**src/swept_box_time_of_impact_unit_defines.svh**
```systemverilog
// Assertion macros for the swept box time-of-impact unit.
// Needs clk and arst_n in the scope of each use; no other dependencies.
`ifndef SWEPT_BOX_TIME_OF_IMPACT_UNIT_DEFINES_SVH
`define SWEPT_BOX_TIME_OF_IMPACT_UNIT_DEFINES_SVH

// Same-cycle implication, checked outside reset.
`define SBTOI_ASSERT_NOW(label, ante, cons, msg) \
	label: assert property (@(posedge clk) disable iff (!arst_n) (ante) |-> (cons)) \
		else $error(msg);

// Next-cycle implication, checked outside reset.
`define SBTOI_ASSERT_NEXT(label, ante, cons, msg) \
	label: assert property (@(posedge clk) disable iff (!arst_n) (ante) |=> (cons)) \
		else $error(msg);

`endif

```
**src/sbtoi_pkg.sv**
```systemverilog
// Shared widths and codes for the swept box time-of-impact unit.
// No dependencies.
package sbtoi_pkg;

	localparam int COORD_W    = 32;            // Q16.16 centers
	localparam int FRAC_W     = 16;            // fraction bits of times
	localparam int SAT_LOG    = 15;            // slab time magnitude saturates at 2^15
	localparam int HALF_W     = COORD_W - 1;   // half extents
	localparam int AXIS_W     = 2;
	localparam int EPS_W      = 16;
	localparam int CFG_IDX_W  = 1;
	localparam int CFG_DATA_W = EPS_W;

	localparam int LR_W   = COORD_W + 2;       // slab bounds, signed
	localparam int DIR_W  = COORD_W + 2;       // relative motion, signed
	localparam int NUM_W  = COORD_W + 3;       // bound minus start, signed
	localparam int DMAG_W = DIR_W;             // divisor magnitude
	localparam int NMAG_W = NUM_W;             // dividend magnitude
	localparam int QB     = SAT_LOG + FRAC_W;  // quotient bits below saturation
	localparam int MAG_W  = QB + 1;            // time magnitude incl. saturation code
	localparam int TIME_W = MAG_W + 1;         // signed time
	localparam int CNT_W  = $clog2(QB);
	localparam int ET_W   = FRAC_W + 1;        // entry time output, Q1.FRAC

	localparam logic signed [TIME_W-1:0] TIME_NEG_INF = {1'b1, {(TIME_W-1){1'b0}}};
	localparam logic signed [TIME_W-1:0] TIME_POS_INF = {1'b0, {(TIME_W-1){1'b1}}};
	localparam logic signed [TIME_W-1:0] TIME_ONE     = TIME_W'(1) << FRAC_W;

	localparam logic [AXIS_W-1:0] AXIS_X = 2'd0;
	localparam logic [AXIS_W-1:0] AXIS_Y = 2'd1;
	localparam logic [AXIS_W-1:0] AXIS_Z = 2'd2;

	localparam logic [CFG_IDX_W-1:0] REG_TWO_D_MODE = 1'd0;
	localparam logic [CFG_IDX_W-1:0] REG_EPSILON    = 1'd1;

	localparam logic [EPS_W-1:0] EPS_RESET = 16'd66;

	typedef enum logic [7:0] {
		S_IDLE  = 8'b0000_0001,
		S_PREP1 = 8'b0000_0010,
		S_PREP2 = 8'b0000_0100,
		S_PREP3 = 8'b0000_1000,
		S_LOAD  = 8'b0001_0000,
		S_DIV   = 8'b0010_0000,
		S_STORE = 8'b0100_0000,
		S_FOLD  = 8'b1000_0000
	} state_t;

endpackage

```
**src/swept_box_time_of_impact_unit.sv**
```systemverilog
// Swept box time-of-impact unit: slab test on relative motion, one axis per item.
// Uses sbtoi_pkg and swept_box_time_of_impact_unit_defines.svh.
// One item at a time: an ignored axis ends in PREP1, a stationary axis in PREP3, and a
// moving axis runs two 31-step passes of one shared restoring divider, where a pass
// whose slab time saturates skips the divide. A last item adds a result register load.
// Async active-low reset clears control, pair state and config (epsilon to 66).
`include "swept_box_time_of_impact_unit_defines.svh"

module swept_box_time_of_impact_unit
	import sbtoi_pkg::*;
(
	input  logic                        clk,
	input  logic                        arst_n,
	// configuration writes
	input  logic                        cfg_we,
	input  logic [CFG_IDX_W-1:0]        cfg_index,
	input  logic [CFG_DATA_W-1:0]       cfg_data,
	// input items
	input  logic                        in_valid,
	output logic                        in_ready,
	input  logic [AXIS_W-1:0]           axis,
	input  logic                        last,
	input  logic signed [COORD_W-1:0]   a_prev,
	input  logic signed [COORD_W-1:0]   a_curr,
	input  logic signed [COORD_W-1:0]   b_prev,
	input  logic signed [COORD_W-1:0]   b_curr,
	input  logic [HALF_W-1:0]           a_half_extent,
	input  logic [HALF_W-1:0]           b_half_extent,
	// result items
	output logic                        out_valid,
	input  logic                        out_ready,
	output logic                        hit,
	output logic [ET_W-1:0]             entry_time,
	output logic [AXIS_W-1:0]           hit_axis
);

	// ---------------------------------------------------------------
	// Configuration registers
	// ---------------------------------------------------------------
	logic             two_d_q;
	logic [EPS_W-1:0] eps_q;

	always_ff @(posedge clk or negedge arst_n) begin
		if (!arst_n) begin
			two_d_q <= 1'b0;
			eps_q   <= EPS_RESET;
		end else if (cfg_we) begin
			case (cfg_index)
				REG_TWO_D_MODE: two_d_q <= cfg_data[0];
				REG_EPSILON:    eps_q   <= cfg_data[EPS_W-1:0];
				default: ;
			endcase
		end
	end

	// ---------------------------------------------------------------
	// Sequencer and pair state
	// ---------------------------------------------------------------
	state_t                    state_q;
	logic                      pass_q;        // 0: left bound, 1: right bound
	logic [CNT_W-1:0]          cnt_q;
	logic                      done_q;        // result waiting for a free output slot
	logic                      rejected_q;
	logic                      any_motion_q;
	logic signed [TIME_W-1:0]  run_entry_q;
	logic signed [TIME_W-1:0]  run_exit_q;
	logic [AXIS_W-1:0]         entry_axis_q;
	logic                      out_valid_q;

	// captured item
	logic [AXIS_W-1:0]         axis_q;
	logic                      last_q;
	logic                      used_q;
	logic signed [COORD_W-1:0] a_prev_q, a_curr_q, b_prev_q, b_curr_q;
	logic [HALF_W-1:0]         ha_q, hb_q;

	// prep datapath
	logic signed [LR_W-1:0]    ext_q, left_q, right_q;
	logic signed [DIR_W-1:0]   db_q, da_q, dir_q;
	logic signed [NUM_W-1:0]   numl_q, numr_q;
	logic [DMAG_W-1:0]         d_q;
	logic                      dir_neg_q;

	// divider
	logic                      neg_q, sat_q;
	logic [DMAG_W-1:0]         r_q;
	logic [QB-1:0]             nb_q;          // dividend bits still to shift in
	logic [QB-1:0]             q_q;
	logic signed [TIME_W-1:0]  t0_q, t1_q;

	// output payload
	logic                      hit_q;
	logic [ET_W-1:0]           entry_time_q;
	logic [AXIS_W-1:0]         hit_axis_q;

	// ---------------------------------------------------------------
	// Combinational helpers
	// ---------------------------------------------------------------
	logic                      used_c;
	logic [DMAG_W-1:0]         dmag;
	logic                      still, outside;
	logic signed [NUM_W-1:0]   num_sel;
	logic [NMAG_W-1:0]         nmag;
	logic                      sat_c;
	logic [DMAG_W:0]           rs, diff;
	logic                      ge;
	logic [MAG_W-1:0]          tmag;
	logic signed [TIME_W-1:0]  t_val, te, tx;
	logic                      slot_free, hit_c, idle_c;

	assign idle_c = (state_q == S_IDLE) && !done_q;
	assign in_ready = idle_c;
	assign slot_free = !out_valid_q || out_ready;

	// z is ignored in 2D mode; axis code three is never used
	assign used_c = (axis == AXIS_X) || (axis == AXIS_Y) || ((axis == AXIS_Z) && !two_d_q);

	assign dmag = dir_q[DIR_W-1] ? DMAG_W'(-dir_q) : DMAG_W'(dir_q);
	assign still = dmag <= DMAG_W'(eps_q);
	assign outside = (LR_W'(b_prev_q) < left_q) || (LR_W'(b_prev_q) > right_q);

	assign num_sel = pass_q ? numr_q : numl_q;
	assign nmag = num_sel[NUM_W-1] ? NMAG_W'(-num_sel) : NMAG_W'(num_sel);
	// integer quotient of 2^15 or more saturates
	assign sat_c = (DMAG_W + SAT_LOG)'(nmag) >= {d_q, {SAT_LOG{1'b0}}};

	// one restoring step: remainder stays below the divisor
	assign rs = {r_q, nb_q[QB-1]};
	assign ge = rs >= {1'b0, d_q};
	assign diff = rs - {1'b0, d_q};

	assign tmag = sat_q ? {1'b1, {QB{1'b0}}} : {1'b0, q_q};
	assign t_val = neg_q ? -TIME_W'(tmag) : TIME_W'(tmag);

	assign te = (t0_q < t1_q) ? t0_q : t1_q;
	assign tx = (t0_q < t1_q) ? t1_q : t0_q;

	assign hit_c = !rejected_q && any_motion_q && (run_entry_q <= run_exit_q) &&
		!run_entry_q[TIME_W-1] && (run_entry_q <= TIME_ONE);

	// ---------------------------------------------------------------
	// Control registers
	// ---------------------------------------------------------------
	always_ff @(posedge clk or negedge arst_n) begin
		if (!arst_n) begin
			state_q      <= S_IDLE;
			pass_q       <= 1'b0;
			cnt_q        <= '0;
			done_q       <= 1'b0;
			rejected_q   <= 1'b0;
			any_motion_q <= 1'b0;
			run_entry_q  <= TIME_NEG_INF;
			run_exit_q   <= TIME_POS_INF;
			entry_axis_q <= AXIS_X;
			out_valid_q  <= 1'b0;
		end else begin
			// result register: load on pair end, drop when taken
			if (done_q && slot_free) begin
				out_valid_q  <= 1'b1;
				done_q       <= 1'b0;
				rejected_q   <= 1'b0;
				any_motion_q <= 1'b0;
				run_entry_q  <= TIME_NEG_INF;
				run_exit_q   <= TIME_POS_INF;
				entry_axis_q <= AXIS_X;
			end else if (out_ready) begin
				out_valid_q <= 1'b0;
			end

			case (state_q)
				S_IDLE: begin
					if (in_valid && idle_c) begin
						state_q <= S_PREP1;
					end
				end
				S_PREP1: begin
					if (!used_q) begin
						done_q  <= last_q;
						state_q <= S_IDLE;
					end else begin
						state_q <= S_PREP2;
					end
				end
				S_PREP2: state_q <= S_PREP3;
				S_PREP3: begin
					if (still) begin
						if (outside) begin
							rejected_q <= 1'b1;
						end
						done_q  <= last_q;
						state_q <= S_IDLE;
					end else begin
						pass_q  <= 1'b0;
						state_q <= S_LOAD;
					end
				end
				S_LOAD: begin
					cnt_q   <= '0;
					state_q <= sat_c ? S_STORE : S_DIV;
				end
				S_DIV: begin
					cnt_q <= cnt_q + 1'b1;
					if (cnt_q == CNT_W'(QB - 1)) begin
						state_q <= S_STORE;
					end
				end
				S_STORE: begin
					if (!pass_q) begin
						pass_q  <= 1'b1;
						state_q <= S_LOAD;
					end else begin
						state_q <= S_FOLD;
					end
				end
				S_FOLD: begin
					any_motion_q <= 1'b1;
					// strict compare: ties keep the earlier axis
					if (te > run_entry_q) begin
						run_entry_q  <= te;
						entry_axis_q <= axis_q;
					end
					if (tx < run_exit_q) begin
						run_exit_q <= tx;
					end
					done_q  <= last_q;
					state_q <= S_IDLE;
				end
				default: state_q <= S_IDLE;
			endcase
		end
	end

	// ---------------------------------------------------------------
	// Datapath registers (no reset)
	// ---------------------------------------------------------------
	always_ff @(posedge clk) begin
		if (done_q && slot_free) begin
			hit_q        <= hit_c;
			entry_time_q <= hit_c ? run_entry_q[ET_W-1:0] : '0;
			hit_axis_q   <= hit_c ? entry_axis_q : AXIS_X;
		end

		case (state_q)
			S_IDLE: begin
				if (in_valid && idle_c) begin
					axis_q   <= axis;
					last_q   <= last;
					used_q   <= used_c;
					a_prev_q <= a_prev;
					a_curr_q <= a_curr;
					b_prev_q <= b_prev;
					b_curr_q <= b_curr;
					ha_q     <= a_half_extent;
					hb_q     <= b_half_extent;
				end
			end
			S_PREP1: begin
				ext_q <= LR_W'(ha_q) + LR_W'(hb_q);
				db_q  <= DIR_W'(b_curr_q) - DIR_W'(b_prev_q);
				da_q  <= DIR_W'(a_curr_q) - DIR_W'(a_prev_q);
			end
			S_PREP2: begin
				left_q  <= LR_W'(a_prev_q) - ext_q;
				right_q <= LR_W'(a_prev_q) + ext_q;
				dir_q   <= db_q - da_q;
			end
			S_PREP3: begin
				numl_q    <= NUM_W'(left_q) - NUM_W'(b_prev_q);
				numr_q    <= NUM_W'(right_q) - NUM_W'(b_prev_q);
				d_q       <= dmag;
				dir_neg_q <= dir_q[DIR_W-1];
			end
			S_LOAD: begin
				neg_q <= num_sel[NUM_W-1] ^ dir_neg_q;
				sat_q <= sat_c;
				r_q   <= DMAG_W'(nmag >> SAT_LOG);
				nb_q  <= {nmag[SAT_LOG-1:0], {FRAC_W{1'b0}}};
			end
			S_DIV: begin
				r_q  <= ge ? DMAG_W'(diff) : DMAG_W'(rs);
				q_q  <= {q_q[QB-2:0], ge};
				nb_q <= nb_q << 1;
			end
			S_STORE: begin
				if (!pass_q) begin
					t0_q <= t_val;
				end else begin
					t1_q <= t_val;
				end
			end
			default: ;
		endcase
	end

	assign out_valid  = out_valid_q;
	assign hit        = hit_q;
	assign entry_time = entry_time_q;
	assign hit_axis   = hit_axis_q;

	// ---------------------------------------------------------------
	// Assertions
	// ---------------------------------------------------------------
	`SBTOI_ASSERT_NOW(a_div_rem_below, state_q == S_DIV, r_q < d_q, "divider remainder not below divisor")
	`SBTOI_ASSERT_NEXT(a_one_at_a_time, in_valid && in_ready, !in_ready, "item accepted while busy")
	`SBTOI_ASSERT_NOW(a_result_from_pair_end, $rose(out_valid), $past(done_q), "result without pair end")
	`SBTOI_ASSERT_NOW(a_miss_is_zero, out_valid && !hit, entry_time == '0 && hit_axis == AXIS_X, "miss carries nonzero fields")
	`SBTOI_ASSERT_NOW(a_hit_time_range, out_valid && hit, entry_time <= ET_W'(TIME_ONE), "hit time above one")

endmodule

```
**config.mk**
```make
export PLATFORM = sky130hd
export DESIGN_NAME = swept_box_time_of_impact_unit
export DESIGN_NICKNAME = d
export VERILOG_FILES = /design/src/sbtoi_pkg.sv /design/src/swept_box_time_of_impact_unit.sv
export VERILOG_INCLUDE_DIRS = /design/src /design/src/src
export SDC_FILE = /design/constraint.sdc
export NUM_CORES = 2
export LEC_CHECK = 0
export ABC_AREA = 0
export BUFFER_PORTS_ARGS = -buffer_cell sky130_fd_sc_hd__buf_2
export CORE_MARGIN = 3
export CORE_UTILIZATION = 40
export CTS_BUF_LIST = sky130_fd_sc_hd__clkbuf_2 sky130_fd_sc_hd__clkbuf_4 sky130_fd_sc_hd__clkbuf_8
export CTS_CLUSTER_DIAMETER = 120
export CTS_CLUSTER_SIZE = 8
export DETAILED_ROUTE_END_ITERATION = 16
export PLACE_DENSITY = 0.66
export SYNTH_ARGS = -nofsm -noshare
export SYNTH_HDL_FRONTEND = slang
export SYNTH_SLANG_ARGS = --single-unit
```
**constraint.sdc**
```tcl
create_clock -name clk -period 6.01 [get_ports clk]
set_input_delay 0.601 -clock clk [delete_from_list [all_inputs] [get_ports clk]]
set_output_delay 0.601 -clock clk [all_outputs]
set_load 0.02 [all_outputs]
```
# Yosys cells after proc, flatten, opt, wreduce, memory -nomap -nowiden
# Index checks and enable logic that the tools add are counted.
[totals] out_inout_bits=22 word_cells=151 regBits=790
[classes] n_reduce_logical=29 mux=41 bitwise_logic=3 n_eq_ne=14 n_addsub=13 magnitude_cmp=10
[ops] cell="2-to-1 mux 33 bit" n=9
[ops] cell="2-to-1 mux 35 bit" n=2
[ops] cell="subtractor 34 x 32 -> 35 bit" n=2
[ops] cell="2-to-1 mux 34 bit" n=2
[ops] cell="one-hot mux 34 bit (2 select lines)" n=1
[ops] cell="subtractor 34 bit" n=2
[ops] cell="less-than comparator 33 bit" n=2
[ops] cell="subtractor 32 x 32 -> 33 bit" n=2
[ops] cell="one-hot mux 31 bit (2 select lines)" n=1
[ops] cell="one-hot mux 8 bit (7 select lines)" n=1
[ops] cell=">= comparator 35 x 49 -> 1 bit" n=1
[ops] cell=">= comparator 35 x 34 -> 1 bit" n=1
[ops] cell="negator 35 bit" n=1
[ops] cell="adder 32 x 34 -> 34 bit" n=1
[ops] cell="> comparator 32 x 34 -> 1 bit" n=1
[ops] cell="<= comparator 34 x 16 -> 1 bit" n=1
[ops] cell="less-than comparator 32 x 34 -> 1 bit" n=1
[ops] cell="negator 34 bit" n=1
[ops] cell="subtractor 32 x 34 -> 34 bit" n=1
[ops] cell="> comparator 33 bit" n=1
[ops] cell="<= comparator 33 x 18 -> 1 bit (second input constant)" n=1
[ops] cell="<= comparator 33 bit" n=1
[ops] cell="negator 32 -> 33 bit" n=1
[ops] cell="adder 31 x 31 -> 32 bit" n=1
[ops] cell="32 further kinds" n=72

# Depth between registers and ports, before layout
[depth] word_depth=7 ltp_mapped=28 ltp_nobuf=24

# Least setup slack after synthesis
# OpenSTA, ideal clock, no wires.
[synth_path] path_kind="register to register" start="reg state_q[5]" end="reg state_q[0]" stages_incl_launch_ff=8 t_arrival_ps=6263 period_less_slack_ps=6540 path_slack_ps=-530 cell_sequence="dfrtp_1 -> nor2_1 -> nand2_1 -> nor3_1 -> nand3b_1 -> nor2_1 -> and2_1 -> o21ai_0"
[synth_via] elab_chain_len=5 elab_cells_between_ends=13
[synth_lines] element="from (decl)" line_no="swept_box_time_of_impact_unit.sv:59" text="state_t state_q;"
[synth_lines] element="from (signal assigned)" line_no="swept_box_time_of_impact_unit.sv:199" text="state_q <= sat_c ? S_STORE : S_DIV;"
[synth_lines] element="equality test 8 x 1 -> 1 bit" line_no="swept_box_time_of_impact_unit.sv:111" text="assign idle_c = (state_q == S_IDLE) && !done_q;"
[synth_lines] element="logical AND 1 bit" line_no="swept_box_time_of_impact_unit.sv:111"
[synth_lines] element="named net in_ready" line_no="swept_box_time_of_impact_unit.sv:20" text="output logic in_ready,"
[synth_lines] element="logical AND 1 bit" line_no="swept_box_time_of_impact_unit.sv:172" text="if (in_valid && idle_c) begin"
[synth_lines] element="inequality test 2 x 1 -> 1 bit (no source line)"
[synth_lines] element="AND reduction 2 bit (no source line)"
# The timed path passes the listed nets, and every way through them passes these cells.
# A chain may end at the register's enable or synchronous reset.

# Worst setup path in the final report
[layout_path] start="reg t0_q[2]" end="reg run_exit_q[18]"
[layout_via] elab_chain_len=5
[layout_lines] element="from (decl)" line_no="swept_box_time_of_impact_unit.sv:89" text="logic signed [TIME_W-1:0] t0_q, t1_q;"
[layout_lines] element="from (signal assigned)" line_no="swept_box_time_of_impact_unit.sv:286" text="t0_q <= t_val;"
[layout_lines] element="less-than comparator 33 bit" line_no="swept_box_time_of_impact_unit.sv:136" text="assign tx = (t0_q < t1_q) ? t1_q : t0_q;"
[layout_lines] element="2-to-1 mux 33 bit *" line_no="swept_box_time_of_impact_unit.sv:136"
[layout_lines] element="less-than comparator 33 bit" line_no="swept_box_time_of_impact_unit.sv:222" text="if (tx < run_exit_q) begin"
[layout_lines] element="2-to-1 mux 33 bit *" line_no="swept_box_time_of_impact_unit.sv:222"
[layout_lines] element="2-to-1 mux 33 bit *" line_no="swept_box_time_of_impact_unit.sv:170" text="case (state_q)"
[layout_lines] element="to (signal assigned)" line_no="swept_box_time_of_impact_unit.sv:223" text="run_exit_q <= tx;"
[layout_lines] element="to (decl)" line_no="swept_box_time_of_impact_unit.sv:66" text="logic signed [TIME_W-1:0] run_exit_q;"
# Mark *: on every way between the ends. The rest lies on a longest branch, timed or not.

==> flow_summary.json <==
{
  "path_cells": "ha_1 -> a21oi_1 -> nor2b_1 -> o311ai_0 -> a311oi_1 -> o21ai_1 -> nand2_1 -> a21o_1 -> xnor2_2 -> buf_12 -> mux2_2 -> ha_1 -> a21o_1 -> a21o_1 -> a21oi_1 -> o21ai_0 -> a21oi_1 -> o211ai_1 -> nand4bb_1 -> o21a_2 -> buf_4 -> nand3_1 -> o41ai_1 -> nor3_1",
  "dr.first_iter.drc_count": 2952,
  "grt_pass1_wl_um": 199000,
  "pwr-share-comb": 0.345,
  "synth_seq_cells": 768,
  "wl_um": 128000,
  "critical-path-max-stage-delay_ns": 0.43,
  "yosysWarnings": 0,
  "io_pins": 237,
  "synth_area_leaders": "edfxtp_1 (41%), ha_1 (12%), xnor2_1 (4.3%)",
  "antenna_found_initial": 3,
  "initial_core_util": 0.405,
  "hold_path_startpoint": "cfg_index",
  "p_sw_mw": 5.92,
  "reg2reg_slack_ns": 0.48,
  "cts_buffers": 107,
  "io_buffers": 236,
  "synth-edff-count": 665,
  "rsz0062_at_grt": "no",
  "timing.rr.start": "t0_q[2]$_DFFE_PP_",
  "cp_max_fo": 49,
  "intPower_mw": 11.3,
  "tightest_slew_ns": 1.09,
  "fin_crit_ns": 5.53,
  "end_kind": "flip-flop",
  "ant_nets": 0,
  "layout.nets": 5909,
  "r2r_end": "run_exit_q[18]$_DFF_PN1_",
  "r2r_cells": 24,
  "min_to": "two_d_q$_DFFE_PN0P_",
  "synth.most_common_cell": "edfxtp_1",
  "cp_top_family": "compound AO/OA/AOI/OAI gates",
  "yosysTopAreaCell": "edfxtp_1",
  "holdPathStages": 3,
  "timing.final.ws_setup_ns": 0.483,
  "clock-skew-final_ns": 0.0840,
  "crit_slowest_cell": "mux2_2",
  "overflow": 0,
  "drc_errors": 0,
  "slew_headroom": 0.271,
  "cts_num_sinks": 768,
  "required_ns": 6.77,
  "h-tree-depth": 3,
  "layout-drive-gt1-share": 0.118,
  "die_area_um2": 127000,
  "grt_usage": 0.199,
  "setup_viol": 0,
  "die_y_um": 356,
  "clock_path_buffers": 3,
  "status": "completed",
  "p_leak_nw": 23.2,
  "power.share.sequential": 0.415,
  "syn_area_um2": 49000,
  "synth_flop_cell": "edfxtp_1",
  "cts_tree": "built",
  "num_vias": 37100,
  "place_hpwl_um": 95400,
  "syn_avg_cell_area_um2": 10.3,
  "synth_cell_type_count": 87,
  "postSynthCellCount": 4760,
  "slew_violations": 0,
  "start_kind": "flip-flop",
  "row_count": 127,
  "finalHoldViolCount": 0,
  "place_inst": 6509,
  "syn-num-nets": 5451,
  "stdcell_count": 6892,
  "clock.fmax_ghz": 0.181,
  "yosysSeqAreaShare": 0.461,
  "gp_congestion": 0.933,
  "vias_per_cell": 5.39,
  "hp-class": "in -> reg",
  "clkPwrFrac": 0.240,
  "fp.dieW_um": 356,
  "crit_buf_inv": 2,
  "netlist_top_cells_count": "edfxtp_1 (665), ha_1 (467), inv_1 (420)",
  "pre_cts_ws_ns": 0.317,
  "synthToLayoutAreaGrowth_pct": 14.9,
  "wire_per_inst_um": 18.6,
  "powerDensity_nw_per_um2": 306,
  "worst-setup-path-type": "reg -> reg",
  "switching_share": 0.344,
  "max-cap-violations": 0,
  "clk_pin_slew_ns": 0.07,
  "cp_data_arrival_time_ns": 6.28,
  "drtPass1Iterations": 6,
  "n_fill_cell": 11100,
  "setup_tns_ns": 0,
  "grt_pass1_vias": 35800,
  "insertion_delay_ns": 0.85,
  "post-route-period-util": 0.920,
  "grt_max_degree": 108,
  "vdd_ir_drop_max_mv": 0.472,
  "synth_top_area_share": 0.408,
  "async_reset_ff_frac": 0.134,
  "coreArea_um2": 121000,
  "root_buffer": "clkbuf_8"
}
## area by class of cell
| cell class | count | area, um2 | share of cell area |
|---|---|---|---|
| Timing Repair Buffer | 491 | 3700 | 0.0658 |
| Antenna cell | 2 | 5.00 | 0.0000890 |
| Tap cell | 1612 | 2020 | 0.0359 |
| Sequential cell | 768 | 22600 | 0.402 |
| Clock buffer | 159 | 1860 | 0.0331 |
| Inverter | 421 | 1590 | 0.0282 |
| Multi-Input combinational cell | 3429 | 24300 | 0.432 |
| Clock inverter | 10 | 151 | 0.00269 |
## kinds of logic (layout without fill, tap and decap cells)
kind of cell | Yosys count | count (layout) | synth area share
AO/OA/AOI/OAI | 1150 | 1150 | 0.150
AND/OR/NAND/NOR | 1346 | 1346 | 0.135
adder cells (fa/ha/maj) | 476 | 476 | 0.123
flip-flops | 768 | 768 | 0.461
buffers and inverters | 563 | 1081 | 0.0433
multiplexers | 124 | 124 | 0.0276
XOR/XNOR | 333 | 333 | 0.0596
other | 0 | 2 | 0
## worst reg2reg max path, cell delays in order, from the launching register on
cell and delay [ns]:
edfxtp_1 0.41, ha_1 0.33, a21oi_1 0.13, nor2b_1 0.06
o311ai_0 0.38, a311oi_1 0.19, o21ai_1 0.23, nand2_1 0.08
a21o_1 0.25, xnor2_2 0.27, buf_12 0.26, mux2_2 0.44
ha_1 0.31, a21o_1 0.16, a21o_1 0.17, a21oi_1 0.12
o21ai_0 0.11, a21oi_1 0.17, o211ai_1 0.16, nand4bb_1 0.24
o21a_2 0.28, buf_4 0.24, nand3_1 0.13, o41ai_1 0.09
nor3_1 0.22
## metal layers
| layer | global-route usage | wire, um | vias to the layer above |
|---|---|---|---|
| li1 | - | - | 18300 |
| met1 | 0.272 | 58100 | 17600 |
| met2 | 0.324 | 59000 | 1064 |
| met3 | 0.0313 | 7110 | 200 |
| met4 | 0.0631 | 3880 | 2 |
| met5 | 0 | 13 | - |
## metrics by stage
stage	power (mW)	area (um2)	util	hold slack [ns]
6_report	17.2	56200	0.466	0.170
5_1_grt	18.3	56200	0.466	0.0943
4_1_cts	17.3	56200	0.465	0.0882
3_5_place_dp	13.0	52100	0.431	0.443
3_3_place_gp	13.0	52100	0.431	0.432
2_1_floorplan	11.5	49000	-	0.305
## worst max-delay path by stage
stage / start / end / slack [ns] / depth (start not counted)
2_1_floorplan: t0_q[2]$_DFFE_PP_ / run_entry_q[25]$_DFF_PN0_ / 0.37 / 25
3_3_place_gp: t0_q[2]$_DFFE_PP_ / run_entry_q[3]$_DFF_PN0_ / 0.45 / 22
3_5_place_dp: t0_q[2]$_DFFE_PP_ / run_entry_q[11]$_DFF_PN0_ / 0.32 / 22
4_1_cts: t0_q[2]$_DFFE_PP_ / run_entry_q[14]$_DFF_PN0_ / 0.28 / 22
5_1_grt: t0_q[2]$_DFFE_PP_ / run_exit_q[29]$_DFF_PN1_ / 0.05 / 23
6_report: t0_q[2]$_DFFE_PP_ / run_exit_q[18]$_DFF_PN1_ / 0.48 / 24
## layout by cell type (no fill, tap or decap), drive strengths merged, types with 67 or more instances in the layout
master	instances
a21oi	303
clkbuf	160
nor2b	81
nor3	131
nand2	309
a21o	145
edfxtp	665
buf	279
nor2	369
dlygate4sd3	211
nand3	98
xnor2	243
xor2	90
inv	425
nor4	71
mux2	87
ha	467
o21ai	275
dfrtp	67
## power groups by stage
| stage | clock network [mW] | logic [mW] | registers, mW |
|---|---|---|---|
| 4_1_cts | 4.23 | 5.90 | 7.16 |
| 6_report | 4.13 | 5.94 | 7.15 |
| 2_1_floorplan | 0 | 4.29 | 7.17 |
| 3_3_place_gp | 0 | 5.70 | 7.25 |
| 3_5_place_dp | 0 | 5.77 | 7.27 |
| 5_1_grt | 4.46 | 6.62 | 7.20 |
## registers in the layout (all words and copies together) (netlist names), 34 cells and up
name	flops
dir_q	34
left_q	34
d_q	34
r_q	34
numl_q	35
numr_q	34
## timing repair
item,in CTS,in global routing
gates resized for setup,0,4
setup endpoints to repair,0,48
buffers inserted,0,0
hold buffers,211,0
endpoints found under the hold margin,225,0
(Power assumes the default switching activity.)
